## config.mk

```make
export PLATFORM = sky130hd
export DESIGN_NAME = gbf_cell
export DESIGN_NICKNAME = d
export VERILOG_FILES = /design/src/design/gbf_pkg.sv /design/src/design/gbf_cell.sv
export SDC_FILE = /design/constraint.sdc
export NUM_CORES = 1
export LEC_CHECK = 0
export BUFFER_PORTS_ARGS = -buffer_cell sky130_fd_sc_hd__clkbuf_2
export CAP_MARGIN = 20
export CORE_AREA = 3 3 130 132
export CTS_CLUSTER_SIZE = 8
export DETAILED_ROUTE_END_ITERATION = 7
export DIE_AREA = 0 0 133 135
export PLACE_DENSITY = 0.73
export SYNTH_ARGS = -nofsm -noshare
export SYNTH_HDL_FRONTEND = slang
export SYNTH_SLANG_ARGS = --single-unit
```

## constraint.sdc

```tcl
create_clock -name clk -period 6.3 [get_ports clk]
set_input_delay 1.89 -clock clk [delete_from_list [all_inputs] [get_ports clk]]
set_output_delay 1.89 -clock clk [all_outputs]
set_load 0.02 [all_outputs]
```

## src/design/gbf_pkg.sv

```systemverilog
// Shared types and constants for the greedy box suppression filter.
// Used by every module of the block; depends on nothing.
package gbf_pkg;

    localparam int MAX_BOXES_DEF = 64;
    localparam int STAGE_LAST = 4;

    typedef struct packed {
        logic signed [15:0] in_x;
        logic signed [15:0] in_y;
        logic [15:0]        in_w;
        logic [15:0]        in_h;
        logic [15:0]        in_score;
        logic               in_last;
    } box_in_t;

    typedef struct packed {
        logic signed [15:0] out_x;
        logic signed [15:0] out_y;
        logic [15:0]        out_w;
        logic [15:0]        out_h;
        logic [15:0]        out_score;
        logic               out_last;
        logic               overflow;
    } box_out_t;

    typedef struct packed {
        logic               valid;
        logic               sup;
        logic [15:0]        score;
        logic signed [15:0] x;
        logic signed [15:0] y;
        logic [15:0]        w;
        logic [15:0]        h;
    } cell_t;

    typedef enum logic [1:0] {
        OP_HOLD   = 2'd0,
        OP_INSERT = 2'd1,
        OP_LEFT   = 2'd2
    } cell_op_t;

endpackage

```

## src/design/gbf_cell.sv

```systemverilog
// One cell of the sorted box chain: holds a box, inserts by score, shifts left.
// Depends on gbf_pkg.
module gbf_cell (
    input  logic             clk,
    input  logic             rst_n,
    input  gbf_pkg::cell_op_t op,
    input  gbf_pkg::cell_t   new_box,
    input  gbf_pkg::cell_t   prev_data,
    input  gbf_pkg::cell_t   next_data,
    input  logic             take_prev,
    output logic             take,
    output gbf_pkg::cell_t   data
);

    gbf_pkg::cell_t data_reg;
    gbf_pkg::cell_t data_next;

    // The new box goes behind every stored box of equal or higher score.
    assign take = !data_reg.valid || (new_box.score > data_reg.score);
    assign data = data_reg;

    always_comb
    begin
        data_next = data_reg;
        unique case (op)
            gbf_pkg::OP_INSERT:
            begin
                if (take && !take_prev)
                begin
                    data_next = new_box;
                end
                else if (take)
                begin
                    data_next = prev_data;
                end
            end
            gbf_pkg::OP_LEFT:
            begin
                data_next = next_data;
            end
            default:
            begin
                data_next = data_reg;
            end
        endcase
    end

    always_ff @(posedge clk or negedge rst_n)
    begin
        if (!rst_n)
        begin
            data_reg <= '0;
        end
        else
        begin
            data_reg <= data_next;
        end
    end

endmodule

```

== Word-level counts from Yosys, hierarchy flattened ==
Index checks and enable logic that the tools add are counted.
Cells by class
  reduce and logical (&&, ||, !) cells: 6
  magnitude comparators: 1
  eq/ne operators: 3
  muxes and demuxes: 3
Operators by type and width (number)
  two-way mux 82 bit: 2
  case mux 82 bit (2 select lines): 1
  > comparator 16 bit: 1
  inequality test 3 bit, second input constant: 1
  == test 2 x 1 -> 1 bit, second input constant: 1
  == test 2 bit, second input constant: 1
  logical NOT 1 bit: 2
  AND reduction 2 bit: 1
  nonzero test 2 bit: 1
  logical AND 1 bit: 1
  logical OR 1 bit: 1
Storage, ports and cells
  logic and storage cells: 20
  input bits: 251
  bits in registers: 82
  output and inout bits: 83

== Depth between registers and ports, before layout ==
  word-level depth: 5
  mapped depth: 10
  gate-level depth less buffers: 8

== Least setup slack after synthesis ==
No wires, ideal clock.
  kind: input to output
  start: in new_box[65] in the netlist's numbering
  end: out take
  data arrival time: 3.754 ns
  required time: 4.410 ns
  slack: 0.656 ns
  path buffers: 1
  cell stages on the path: 8
  cell sequence: ha_1 > nor2b_1 > o211ai_1 > a2111oi_4 > or4_1 > clkbuf_1 > inv_1 > o21ai_0
Between the ends
  cells in the longest elaborated chain, start to end: 2
RTL lines
  from (decl): RTL line gbf_cell.sv:7  | input gbf_pkg::cell_t new_box,
  > comparator 16 bit: RTL line gbf_cell.sv:19  | assign take = !data_reg.valid || (new_box.score > data_reg.score);
  logical OR 1 bit: RTL line gbf_cell.sv:19
  to (decl): RTL line gbf_cell.sv:11  | output logic take,
Every way passes these cells.

== Worst setup path after layout ==
  start: in new_box[79] in the netlist's numbering
  end: out take
Same word-level chain as after synthesis.

==> impl_metrics.py <==
metrics = {
    "route": {
        "avgViaCountPerCell": 6.243,
        "first_pass_iters": 5,
        "avgRoutedWirePerCell_um": 20.08,
        "dr.first_iter.drc_count": 669,
        "totalWireLength_um": 26190,
        "ant_nets": 0,
        "drc": 0,
        "vias": 8141,
    },
    "placement": {
        "place_congestion": 0.8213,
        "dp_hpwl_um": 16710,
        "portBuffers": 333,
    },
    "worst_setup_path": {
        "crit_top_cell": "clkbuf_2",
        "critical_path_class": "in -> out",
        "arrival_ns": 3.95,
        "crit_path_max_fanout": 5,
        "critPathMaxStageDelay_ns": 0.57,
        "required_ns": 4.41,
        "crit_path_start_kind": "input pin",
        "slowest_stage": "or4_2",
        "setup.worst_path.end_class": "primary output",
        "path_cells": "clkbuf_2, ha_1, nand4_2, nor2_1, a311o_1, or4_2, inv_1, o21ai_0, clkbuf_2",
    },
    "floorplan": {
        "die_h_um": 135,
        "start_util": 0.4493,
        "fp.dieW_um": 133,
        "core_area_um2": 15830,
        "dieArea_um2": 17960,
        "rows": 46,
        "io_pins": 334,
    },
    "power": {
        "p_per_area_nw_per_um2": 385.7,
        "ir_drop_uv": 250.1,
        "p_leak_nw": 3.965,
    },
    "cts": {
        "ctsResizeCount": 0,
        "cts.sink_count": 82,
        "cts_buffer_depth": 2,
        "cts_tree": "yes",
        "numCtsBuffers": 9,
        "h-tree-depth": 3,
        "holdBufCountCts": 0,
        "post-cts-setup-buffers": 0,
        "cts_root_buffer": "clkbuf_16",
        "insertion_delay_ns": 0.35,
        "clk_pin_slew_ns": 0.07,
    },
    "synth": {
        "synth_nets": 1100,
        "syn_area_um2": 7112,
        "synth_edf_count": 0,
        "ys_ff_latch": 82,
        "netlist_instances": 831,
        "yosys_most_used_dff": "dfrtp_1",
        "ys_types": 28,
        "async_flop_share": 1.000,
        "ys_warn_count": 0,
        "avgSynthCellArea_um2": 8.558,
        "synth-seq-area-share": 0.2885,
    },
    "timing": {
        "tightest_slew_ns": 1.068,
        "max_slew_margin": 0.2877,
        "drv_slew": 0,
        "fmax_mhz": 171.2,
        "tns_ns": 0,
        "hold_violations": 0,
        "rsz0062_at_grt": "false",
        "setup_viol": 0,
        "fin_skew_ns": 0.01210,
        "timing.final.crit_share": 0.9271,
        "finalCriticalPeriod_ns": 5.841,
        "worst_hold_slack_ns": 0.5018,
    },
    "grt": {
        "use_met3": 0.07004,
        "grt.busiest_layer": "met2",
        "grtUsageMet1": 0.3524,
        "grt_pass1_wl_um": 41790,
        "antenna_found_initial": 1,
        "overflow": 0,
        "grtUsageTotal": 0.2852,
        "met2_usage": 0.4848,
        "grt_max_degree": 91,
        "grt_pass1_vias": 8081,
    },
    "cells_and_area": {
        "fillCellCount": 1464,
        "layout-drive-gt1-share": 0.3431,
        "largest_register_ffs": 82,
        "layout.nets": 1351,
        "area_growth_pct": 26.14,
    },
    "hold_path": {
        "hold_class": "reg -> reg",
    },
    "outcome": {
        "status": "complete, no violations",
    },
    "flow_run": {
        "maxCapViolCount": 0,
    },
}
power by group:
group | internal [W] | leakage [nW] | switching, W
sequential | 0.000793 | 0.987 | 0.000182
combinational | 0.000698 | 2.85 | 0.00128
clock | 0.000278 | 0.125 | 0.000227
total | 0.00177 | 3.96 | 0.00169
critical path: cells and delay by family:
family / cells / cell delay, ns
compound gates: 2 / 0.50
fa+ha+maj: 1 / 0.33
buf+inv: 3 / 0.39
simple gates: 3 / 0.83
path summary, 6_finish.rpt:
kind / endpoint / slack, ns / depth (start not counted) / from
min in group asynchronous: data[45]$_DFFE_PN0P_ / 1.52 / 1 / rst_n
setup reg to reg: data[73]$_DFFE_PN0P_ / 3.00 / 9 / data[79]$_DFFE_PN0P_
hold reg to reg: data[39]$_DFFE_PN0P_ / 0.50 / 2 / data[39]$_DFFE_PN0P_
setup / recovery: take / 0.46 / 9 / new_box[79]
max in group asynchronous: data[7]$_DFFE_PN0P_ / 3.76 / 2 / rst_n
hold / removal: data[39]$_DFFE_PN0P_ / 0.50 / 2 / data[39]$_DFFE_PN0P_
metal layers:
metal | vias to the layer above | share of wire
met2 | 384 | 0.48
met3 | 47 | 0.083
met5 | - | 0
met4 | 0 | 0.028
li1 | 3783 | -
met1 | 3927 | 0.41
layout by cell type (no fill, tap or decap), types with 2 or more instances in the layout:
| cell type | instances |
|---|---|
| o21ai_0 | 2 |
| a2111oi_0 | 82 |
| clkbuf_16 | 9 |
| inv_1 | 19 |
| nand4_1 | 3 |
| o41ai_1 | 82 |
| a211oi_1 | 83 |
| buf_4 | 14 |
| dfrtp_1 | 82 |
| nor2b_1 | 165 |
| nor2_1 | 85 |
| o211ai_1 | 2 |
| clkbuf_1 | 2 |
| clkinvlp_4 | 3 |
| clkbuf_2 | 332 |
| ha_1 | 17 |
| a21oi_1 | 4 |
| o31ai_1 | 82 |
cell usage after synthesis, drive strengths merged (2+ instances only):
| cell | count | area share |
|---|---|---|
| nor2 | 86 | 0.045 |
| clkbuf | 89 | 0.047 |
| nor2b | 165 | 0.15 |
| inv | 20 | 0.011 |
| ha | 18 | 0.032 |
| o211ai | 2 | 0.0021 |
| nor4 | 2 | 0.0018 |
| o41ai | 83 | 0.10 |
| nand4 | 4 | 0.0044 |
| buf | 18 | 0.027 |
| o31ai | 82 | 0.087 |
| a2111oi | 83 | 0.10 |
| o21ai | 2 | 0.0014 |
| dfrtp | 82 | 0.29 |
| a211oi | 83 | 0.088 |
| a21oi | 5 | 0.0035 |
kinds of logic (layout without fill, tap and decap cells):
| family | count (synthesis) | count (layout) | share of synthesized area |
|---|---|---|---|
| AOI/OAI and AO/OA | 343 | 343 | 0.3948 |
| and+or+nand+nor | 261 | 261 | 0.2009 |
| buffers and inverters | 127 | 383 | 0.08409 |
| DFF | 82 | 82 | 0.2885 |
| adders and majority gates | 18 | 18 | 0.03167 |
| other | 0 | 1 | 0 |
area by class of cell:
class | count | area (um2) | share of cell area
Timing Repair Buffer | 347 | 1787 | 0.1992
Sequential cell | 82 | 2052 | 0.2287
Clock inverter | 4 | 27.53 | 0.003068
Tap cell | 216 | 270.3 | 0.03013
Antenna cell | 1 | 2.502 | 0.0002789
Clock buffer | 12 | 246.5 | 0.02748
Inverter | 20 | 75.07 | 0.008368
Multi-Input combinational cell | 622 | 4511 | 0.5028
through the flow:
step	total power [W]	util	cells	worst slack, ns	cell area, um2
final	0.003460	0.5668	1304	0.4592	8971
after CTS	0.003474	0.5666	1303	0.4599	8969
after global placement	0.002935	0.5493	1287	0.4928	8695
after global routing	0.003705	0.5668	1304	0.3959	8971
after floorplan	0.002328	-	831	0.6560	7112
after detailed placement	0.002955	0.5493	1287	0.4601	8695
(Power assumes the default switching activity.)
