## config.mk

```make
export PLATFORM = sky130hd
export DESIGN_NAME = gbf_iou
export DESIGN_NICKNAME = d
export VERILOG_FILES = /design/src/design/gbf_pkg.sv /design/src/design/gbf_iou.sv
export SDC_FILE = /design/constraint.sdc
export NUM_CORES = 2
export LEC_CHECK = 0
export ABC_AREA = 1
export BUFFER_PORTS_ARGS = -buffer_cell sky130_fd_sc_hd__buf_2
export CORE_ASPECT_RATIO = 1.2
export CORE_MARGIN = 3
export CORE_UTILIZATION = 55
export DETAILED_ROUTE_END_ITERATION = 8
export PLACE_DENSITY = 0.78
export SYNTH_ARGS = -nofsm -noshare
export SYNTH_HDL_FRONTEND = slang
export SYNTH_SLANG_ARGS = --single-unit
```

## constraint.sdc

```tcl
create_clock -name clk -period 8.5 [get_ports clk]
set_clock_uncertainty 0.1 [all_clocks]
set_input_delay 1.275 -clock clk [delete_from_list [all_inputs] [get_ports clk]]
set_output_delay 1.275 -clock clk [all_outputs]
set_load 0.01 [all_outputs]
```

## src/design/gbf_pkg.sv

```systemverilog
// Shared types and constants for the greedy box suppression filter.
// Used by every module of the block; depends on nothing.
package gbf_pkg;

    localparam int MAX_BOXES_DEF = 64;
    localparam int STAGE_LAST = 4;

    typedef struct packed {
        logic signed [15:0] in_x;
        logic signed [15:0] in_y;
        logic [15:0]        in_w;
        logic [15:0]        in_h;
        logic [15:0]        in_score;
        logic               in_last;
    } box_in_t;

    typedef struct packed {
        logic signed [15:0] out_x;
        logic signed [15:0] out_y;
        logic [15:0]        out_w;
        logic [15:0]        out_h;
        logic [15:0]        out_score;
        logic               out_last;
        logic               overflow;
    } box_out_t;

    typedef struct packed {
        logic               valid;
        logic               sup;
        logic [15:0]        score;
        logic signed [15:0] x;
        logic signed [15:0] y;
        logic [15:0]        w;
        logic [15:0]        h;
    } cell_t;

    typedef enum logic [1:0] {
        OP_HOLD   = 2'd0,
        OP_INSERT = 2'd1,
        OP_LEFT   = 2'd2
    } cell_op_t;

endpackage

```

## src/design/gbf_iou.sv

```systemverilog
// Multi-step overlap test of one box against the kept box, by cross-multiply.
// Depends on gbf_pkg.
module gbf_iou (
    input  logic           clk,
    input  logic           load_k,
    input  gbf_pkg::cell_t k_box,
    input  logic           en,
    input  logic [2:0]     step,
    input  gbf_pkg::cell_t b_box,
    input  logic [15:0]    thr,
    output logic           hit
);

    logic signed [17:0] ka_x, ka_y, kb_x, kb_y, ke_x, ke_y, be_x, be_y;
    logic signed [17:0] x1, y1, x2, y2;
    logic signed [18:0] dx, dy;
    logic signed [17:0] kx_reg, ky_reg, kex_reg, key_reg;
    logic [31:0]        karea_reg;
    logic [15:0]        iw_reg, ih_reg;
    logic               ov_reg;
    logic [31:0]        barea_reg, inter_reg;
    logic [32:0]        uni_reg;
    logic [48:0]        prod_reg;

    always_ff @(posedge clk)
    begin
        if (load_k)
        begin
            kx_reg    <= {{2{k_box.x[15]}}, k_box.x};
            ky_reg    <= {{2{k_box.y[15]}}, k_box.y};
            kex_reg   <= {{2{k_box.x[15]}}, k_box.x} + $signed({2'b00, k_box.w});
            key_reg   <= {{2{k_box.y[15]}}, k_box.y} + $signed({2'b00, k_box.h});
            karea_reg <= k_box.w * k_box.h;
        end
    end

    assign ka_x = kx_reg;
    assign ka_y = ky_reg;
    assign ke_x = kex_reg;
    assign ke_y = key_reg;
    assign kb_x = {{2{b_box.x[15]}}, b_box.x};
    assign kb_y = {{2{b_box.y[15]}}, b_box.y};
    assign be_x = kb_x + $signed({2'b00, b_box.w});
    assign be_y = kb_y + $signed({2'b00, b_box.h});
    assign x1 = (ka_x > kb_x) ? ka_x : kb_x;
    assign y1 = (ka_y > kb_y) ? ka_y : kb_y;
    assign x2 = (ke_x < be_x) ? ke_x : be_x;
    assign y2 = (ke_y < be_y) ? ke_y : be_y;
    assign dx = {x2[17], x2} - {x1[17], x1};
    assign dy = {y2[17], y2} - {y1[17], y1};

    always_ff @(posedge clk)
    begin
        if (en)
        begin
            unique case (step)
                3'd0:
                begin
                    ov_reg    <= (dx > 19'sd0) && (dy > 19'sd0);
                    iw_reg    <= dx[15:0];
                    ih_reg    <= dy[15:0];
                    barea_reg <= b_box.w * b_box.h;
                end
                3'd1:
                begin
                    inter_reg <= iw_reg * ih_reg;
                end
                3'd2:
                begin
                    uni_reg <= {1'b0, karea_reg} + {1'b0, barea_reg} - {1'b0, inter_reg};
                end
                3'd3:
                begin
                    prod_reg <= thr * uni_reg;
                end
                default:
                begin
                    prod_reg <= prod_reg;
                end
            endcase
        end
    end

    assign hit = ov_reg && (uni_reg != 33'd0) && ({1'b0, inter_reg, 16'h0000} > {1'b0, prod_reg});

endmodule

```

# --- After elaboration in Yosys (flattened, before gate mapping) ---
# Cells that the tools add are included.
totals:
  memories: 0
  ramBits: 0
  inputBits: 186
  latch_bits: 0
  output_inout_bits: 1
  elab_cells: 47
  rom_bits: 0
  reg_bits: 279
op_classes:
  shift: 0
  reduce_logical: 9
  order_cmp: 7
  add_sub_neg: 8
  bitwise: 0
  mux: 4
  div_mod_pow: 0
  eq_ne: 3
  n_mul: 4
op_table:
  columns: ["cell", "n"]
  rows:
  - ["$mul 16x16->32", 3]
  - ["$add 16x17->18", 4]
  - ["$mux 18", 4]
  - ["$gt 48x49->1", 1]
  - ["$mul 16x33->49", 1]
  - ["$gt 19x1->1 const B", 2]
  - ["$sub 18x18->19", 2]
  - ["$lt 18x18->1", 2]
  - ["$add 32x32->33", 1]
  - ["$reduce_bool 33->1", 1]
  - ["$sub 33x32->33", 1]
  - ["$gt 16x16->1", 2]
  - ["$reduce_and 2->1", 4]
  - ["$eq 3x2->1 const B", 2]
  - ["$eq 3x1->1 const B", 1]
  - ["$logic_and 1x1->1", 3]
  - ["$logic_not 3->1", 1]

# --- Longest topological paths before layout ---
logic_depth:
  ltp_word: 6
  depth_mapped: 40

# --- Least setup slack after synthesis ---
# OpenSTA, ideal clock, no wires.
synth_timing:
  path_kind: "input to register"
  startpoint: "in thr[1]"
  endpoint: "reg prod_reg[47] (data pin)"
  t_arrival_ps: 6331
  path_buffers: 2
  path_slack_ps: 1811
  path_stages: 23
  required_ps: 8142
  cell_sequence: "clkbuf_1 > clkbuf_1 > nand2_1 > fa_1 > inv_1 > fa_1 > inv_1 > fa_1 > inv_1 > fa_1 > inv_1 > fa_1 > inv_1 > fa_1 > ha_1 > a21o_1 > a31oi_1 > o21ai_2 > nor2_2 > inv_2 > nand3_1 > nand3_1 > xor2_1"
synth_between:
  elab_chain_len: 1
synth_rtl:
  columns: ["item", "line", "rtl"]
  rows:
  - ["from (decl)", "gbf_iou.sv:10", "input logic [15:0] thr,"]
  - ["$mul 16x33->49", "gbf_iou.sv:74", "prod_reg <= thr * uni_reg;"]
  - ["to (signal assigned)", "gbf_iou.sv:74", null]
  - ["to (signal assigned)", "gbf_iou.sv:78", "prod_reg <= prod_reg;"]
  - ["to (decl)", "gbf_iou.sv:23", "logic [48:0] prod_reg;"]
# Every way passes these cells.
# A chain may end at the register's enable or synchronous reset.

# --- Worst setup path in the final report ---
layout_timing:
  startpoint: "in thr[1]"
  endpoint: "reg prod_reg[44] (data pin)"
# The elaborated chain is that of the path after synthesis.

==> key figures <==
Run status
  – Outcome: finished clean

Layout
  – Final #Nets: 9,791
  – FF+latch area: 0.00838 mm^2
  – Finished Core Util: 57.7%
  – Area Growth Syn to Fin: 4.00%
  – Multi-input logic area: 0.0464 mm^2
  – Fill cells: 10,400
  – Share of cells above drive strength 1: around 4.4%
  – Flip-flop count of the largest register after layout: 49

Critical path
  – CP required: between 8 and 9 ns
  – Crit Path Max Fanout: 33
  – Reg-to-reg startpoint: uni_reg[12]$_DFFE_PP_
  – WP data arrival: 7.18 ns
  – Setup crit end kind: flip-flop
  – RR Endpoint: prod_reg[42]$_DFFE_PP_
  – CP Launch Type: input pin
  – WS Path Type: input pin to flip-flop
  – Worst reg-to-reg setup slack: 1.78 ns
  – Reg2reg path depth: 21
  – CP startpoint: thr[1]

Synthesis
  – Post-synth top area cell: fa_1
  – Syn Inst Count: between 8,000 and 9,000
  – Mapped Area: between 0.06 and 0.07 mm^2
  – Mapped Nets: about 10,000
  – Warnings, synthesis: 0
  – Async SR Flop Fraction: 0%
  – Mean Syn Cell Area: 7.94 um^2
  – Synthesized flop and latch total: roughly 280
  – EDFF count, synth: about 280
  – Top FF cell, synth: edfxtp_1
  – Area share of the largest cell type after synthesis: approximately a third
  – Synth cell types: 53
  – Largest cells by area after synthesis: fa_1 (33%), edfxtp_1 (13%), ha_1 (13%)
  – Seq/Total Area, Yosys: between 10% and 20%

Drt
  – Number of DRC markers in iteration 0: 3,318
  – Routed WL: 178 mm
  – Avg WL per Cell: 18.9 um
  – Vias per cell: between 5 and 6
  – Post-route DRC: 0
  – Pre-Repair DR Iteration Count: 6
  – Vias: 51,500
  – Antenna viol nets, final: 0

Hold path
  – Worst Hold Depth: 1
  – Hold path start: karea_reg[0]$_DFFE_PP_
  – Hold path endpoint: uni_reg[0]$_DFFE_PP_
  – Worst hold path type: flip-flop to flip-flop

STA
  – Fmax: 144 MHz
  – Period minus WS final: 6.94 ns
  – RSZ-0062 raised after global routing: no
  – Fin. Hold Viols: 0
  – Slew Viols, Final: 0
  – Setup Viol. Count Final: 0
  – Worst-Margin Slew: ~1.1 ns
  – Final setup TNS: 0 ns
  – Relative slew slack: 27.3%
  – Period Utilization, post-route: 81.7%

Clock tree
  – CTS resizes: 0
  – Setup bufs post-CTS: 0
  – CTS Buf Count: 30
  – CTS sink count: 279
  – Max clock buf depth: 3
  – CTS H-tree depth: 1
  – Reg clk slew, reported paths: 0.06 ns
  – Worst-Skew Late Latency: 0.59 ns
  – Cts hold-fix bufs: 0
  – Clock Root Buffer: clkbuf_16
  – CTS tree: yes

GRT
  – Total congestion overflow: 0
  – First-pass GRT wire length: approximately 280 mm
  – GRT Resource Usage Total: 30.2%
  – Vias in the first global route: 55,000
  – Initial antenna violation count: 10
  – Largest net degree at the start of global routing: 56

Floorplan
  – Die footprint: 0.120 mm^2
  – Die W: between 300 and 400 um
  – CORE AREA: 0.115 mm^2
  – Die Y-Extent: 379 um
  – Starting Density: 55.5%
  – Io pins: 187
  – Row Count: 136

Placed design
  – Post-DP HPWL: between 100 and 150 mm
  – I/O Buffers: 150
  – Placer's final routability congestion estimate: between 1 and 1.5

Flow run
  – Maxcap violations: 0
==> cell usage after synthesis, types with 22 or more instances <==
cell      instances
xnor2_1          63
fa_1           1052
nor2_1          297
o21ai_1          55
a21oi_1         323
o21a_1           22
edfxtp_1        279
o21ai_0         169
inv_1          2011
a21oi_2          24
xor2_1          163
clkbuf_1        324
ha_1            668
nor3_1           52
nand4_1          42
nand2_2          31
a21o_1           24
nand2_1        2058
nand3_1         163
==> worst max-delay path, cell delays in order <==
cell	delay, ns
buf_2	0.53
nand2_1	0.17
fa_1	0.58
inv_1	0.06
fa_1	0.52
inv_1	0.06
fa_1	0.50
fa_1	0.53
fa_1	0.54
inv_1	0.08
fa_1	0.44
ha_1	0.40
a21oi_1	0.23
o21ai_0	0.13
a21oi_1	0.39
nor2_1	0.09
nor3_1	0.30
nand3_1	0.16
xor2_1	0.17
==> final cells by class <==
class	instances	area share, %
tap	1518	2.87
timing repair buffer	171	1.38
sequential	279	12.7
inverter	2029	11.5
antenna	8	0.0302
clock buffer	36	1.20
clock inverter	17	0.259
multi-input combinational	5374	70.1
==> cells in the final DEF (no fill, tap or decap), drive strengths merged, types with 14 or more instances in the layout <==
master | Yosys | layout
a211oi | 14 | 14
a21o | 24 | 24
a21oi | 349 | 349
buf | 11 | 171
clkbuf | 324 | 36
edfxtp | 279 | 279
fa | 1052 | 1052
ha | 668 | 668
inv | 2029 | 2031
nand2 | 2089 | 2089
nand3 | 167 | 167
nand3b | 15 | 15
nand4 | 42 | 42
nor2 | 310 | 310
nor3 | 53 | 53
nor4 | 25 | 25
o21a | 22 | 22
o21ai | 244 | 244
o21bai | 16 | 16
xnor2 | 64 | 64
xor2 | 163 | 163
==> routing by layer <==
layer	global-route usage, %	up-vias	part of all wire [%]
li1	-	23700	-
met1	34.7	25100	36
met2	54.1	2111	50
met3	3.79	592	7.1
met4	17.3	4	7.0
met5	0	-	0.012
==> through the flow <==
| step | worst slack (ns) | std cells | hold slack (ns) | area (um^2) |
|---|---|---|---|---|
| floorplan | 1.81 | 8017 | 0.426 | 63700 |
| CTS | 1.63 | 9424 | 0.503 | 66200 |
| finish | 1.56 | 9432 | 0.507 | 66200 |
| detailed placement | 1.01 | 9371 | 0.478 | 65200 |
| global placement | 1.04 | 9371 | 0.481 | 65200 |
| global route | 1.14 | 9426 | 0.516 | 66200 |
==> how the worst max path moves through the flow <==
stage,cells past startpoint,slack [ns],to
floorplan,23,1.81,prod_reg[47]$_DFFE_PP_
detailed placement,19,1.01,prod_reg[44]$_DFFE_PP_
global route,35,1.14,ov_reg$_DFFE_PP_
CTS,19,1.63,prod_reg[44]$_DFFE_PP_
global placement,19,1.04,prod_reg[44]$_DFFE_PP_
finish,19,1.56,prod_reg[44]$_DFFE_PP_
==> cells by family (layout without fill, tap and decap cells) <==
| group | after synthesis | in the layout | share of synthesized area (%) |
|---|---|---|---|
| xor+xnor | 227 | 227 | 3.13 |
| flops | 279 | 279 | 13.2 |
| simple gates | 2708 | 2708 | 17.0 |
| buf+inv | 2364 | 2253 | 14.0 |
| other cells | 0 | 8 | 0 |
| fa+ha+maj | 1720 | 1720 | 46.2 |
| compound gates | 719 | 719 | 6.52 |
Power is left out: the tool's default activity adds up to more than one toggle a clock period on the data nets, which glitch-free logic cannot reach.
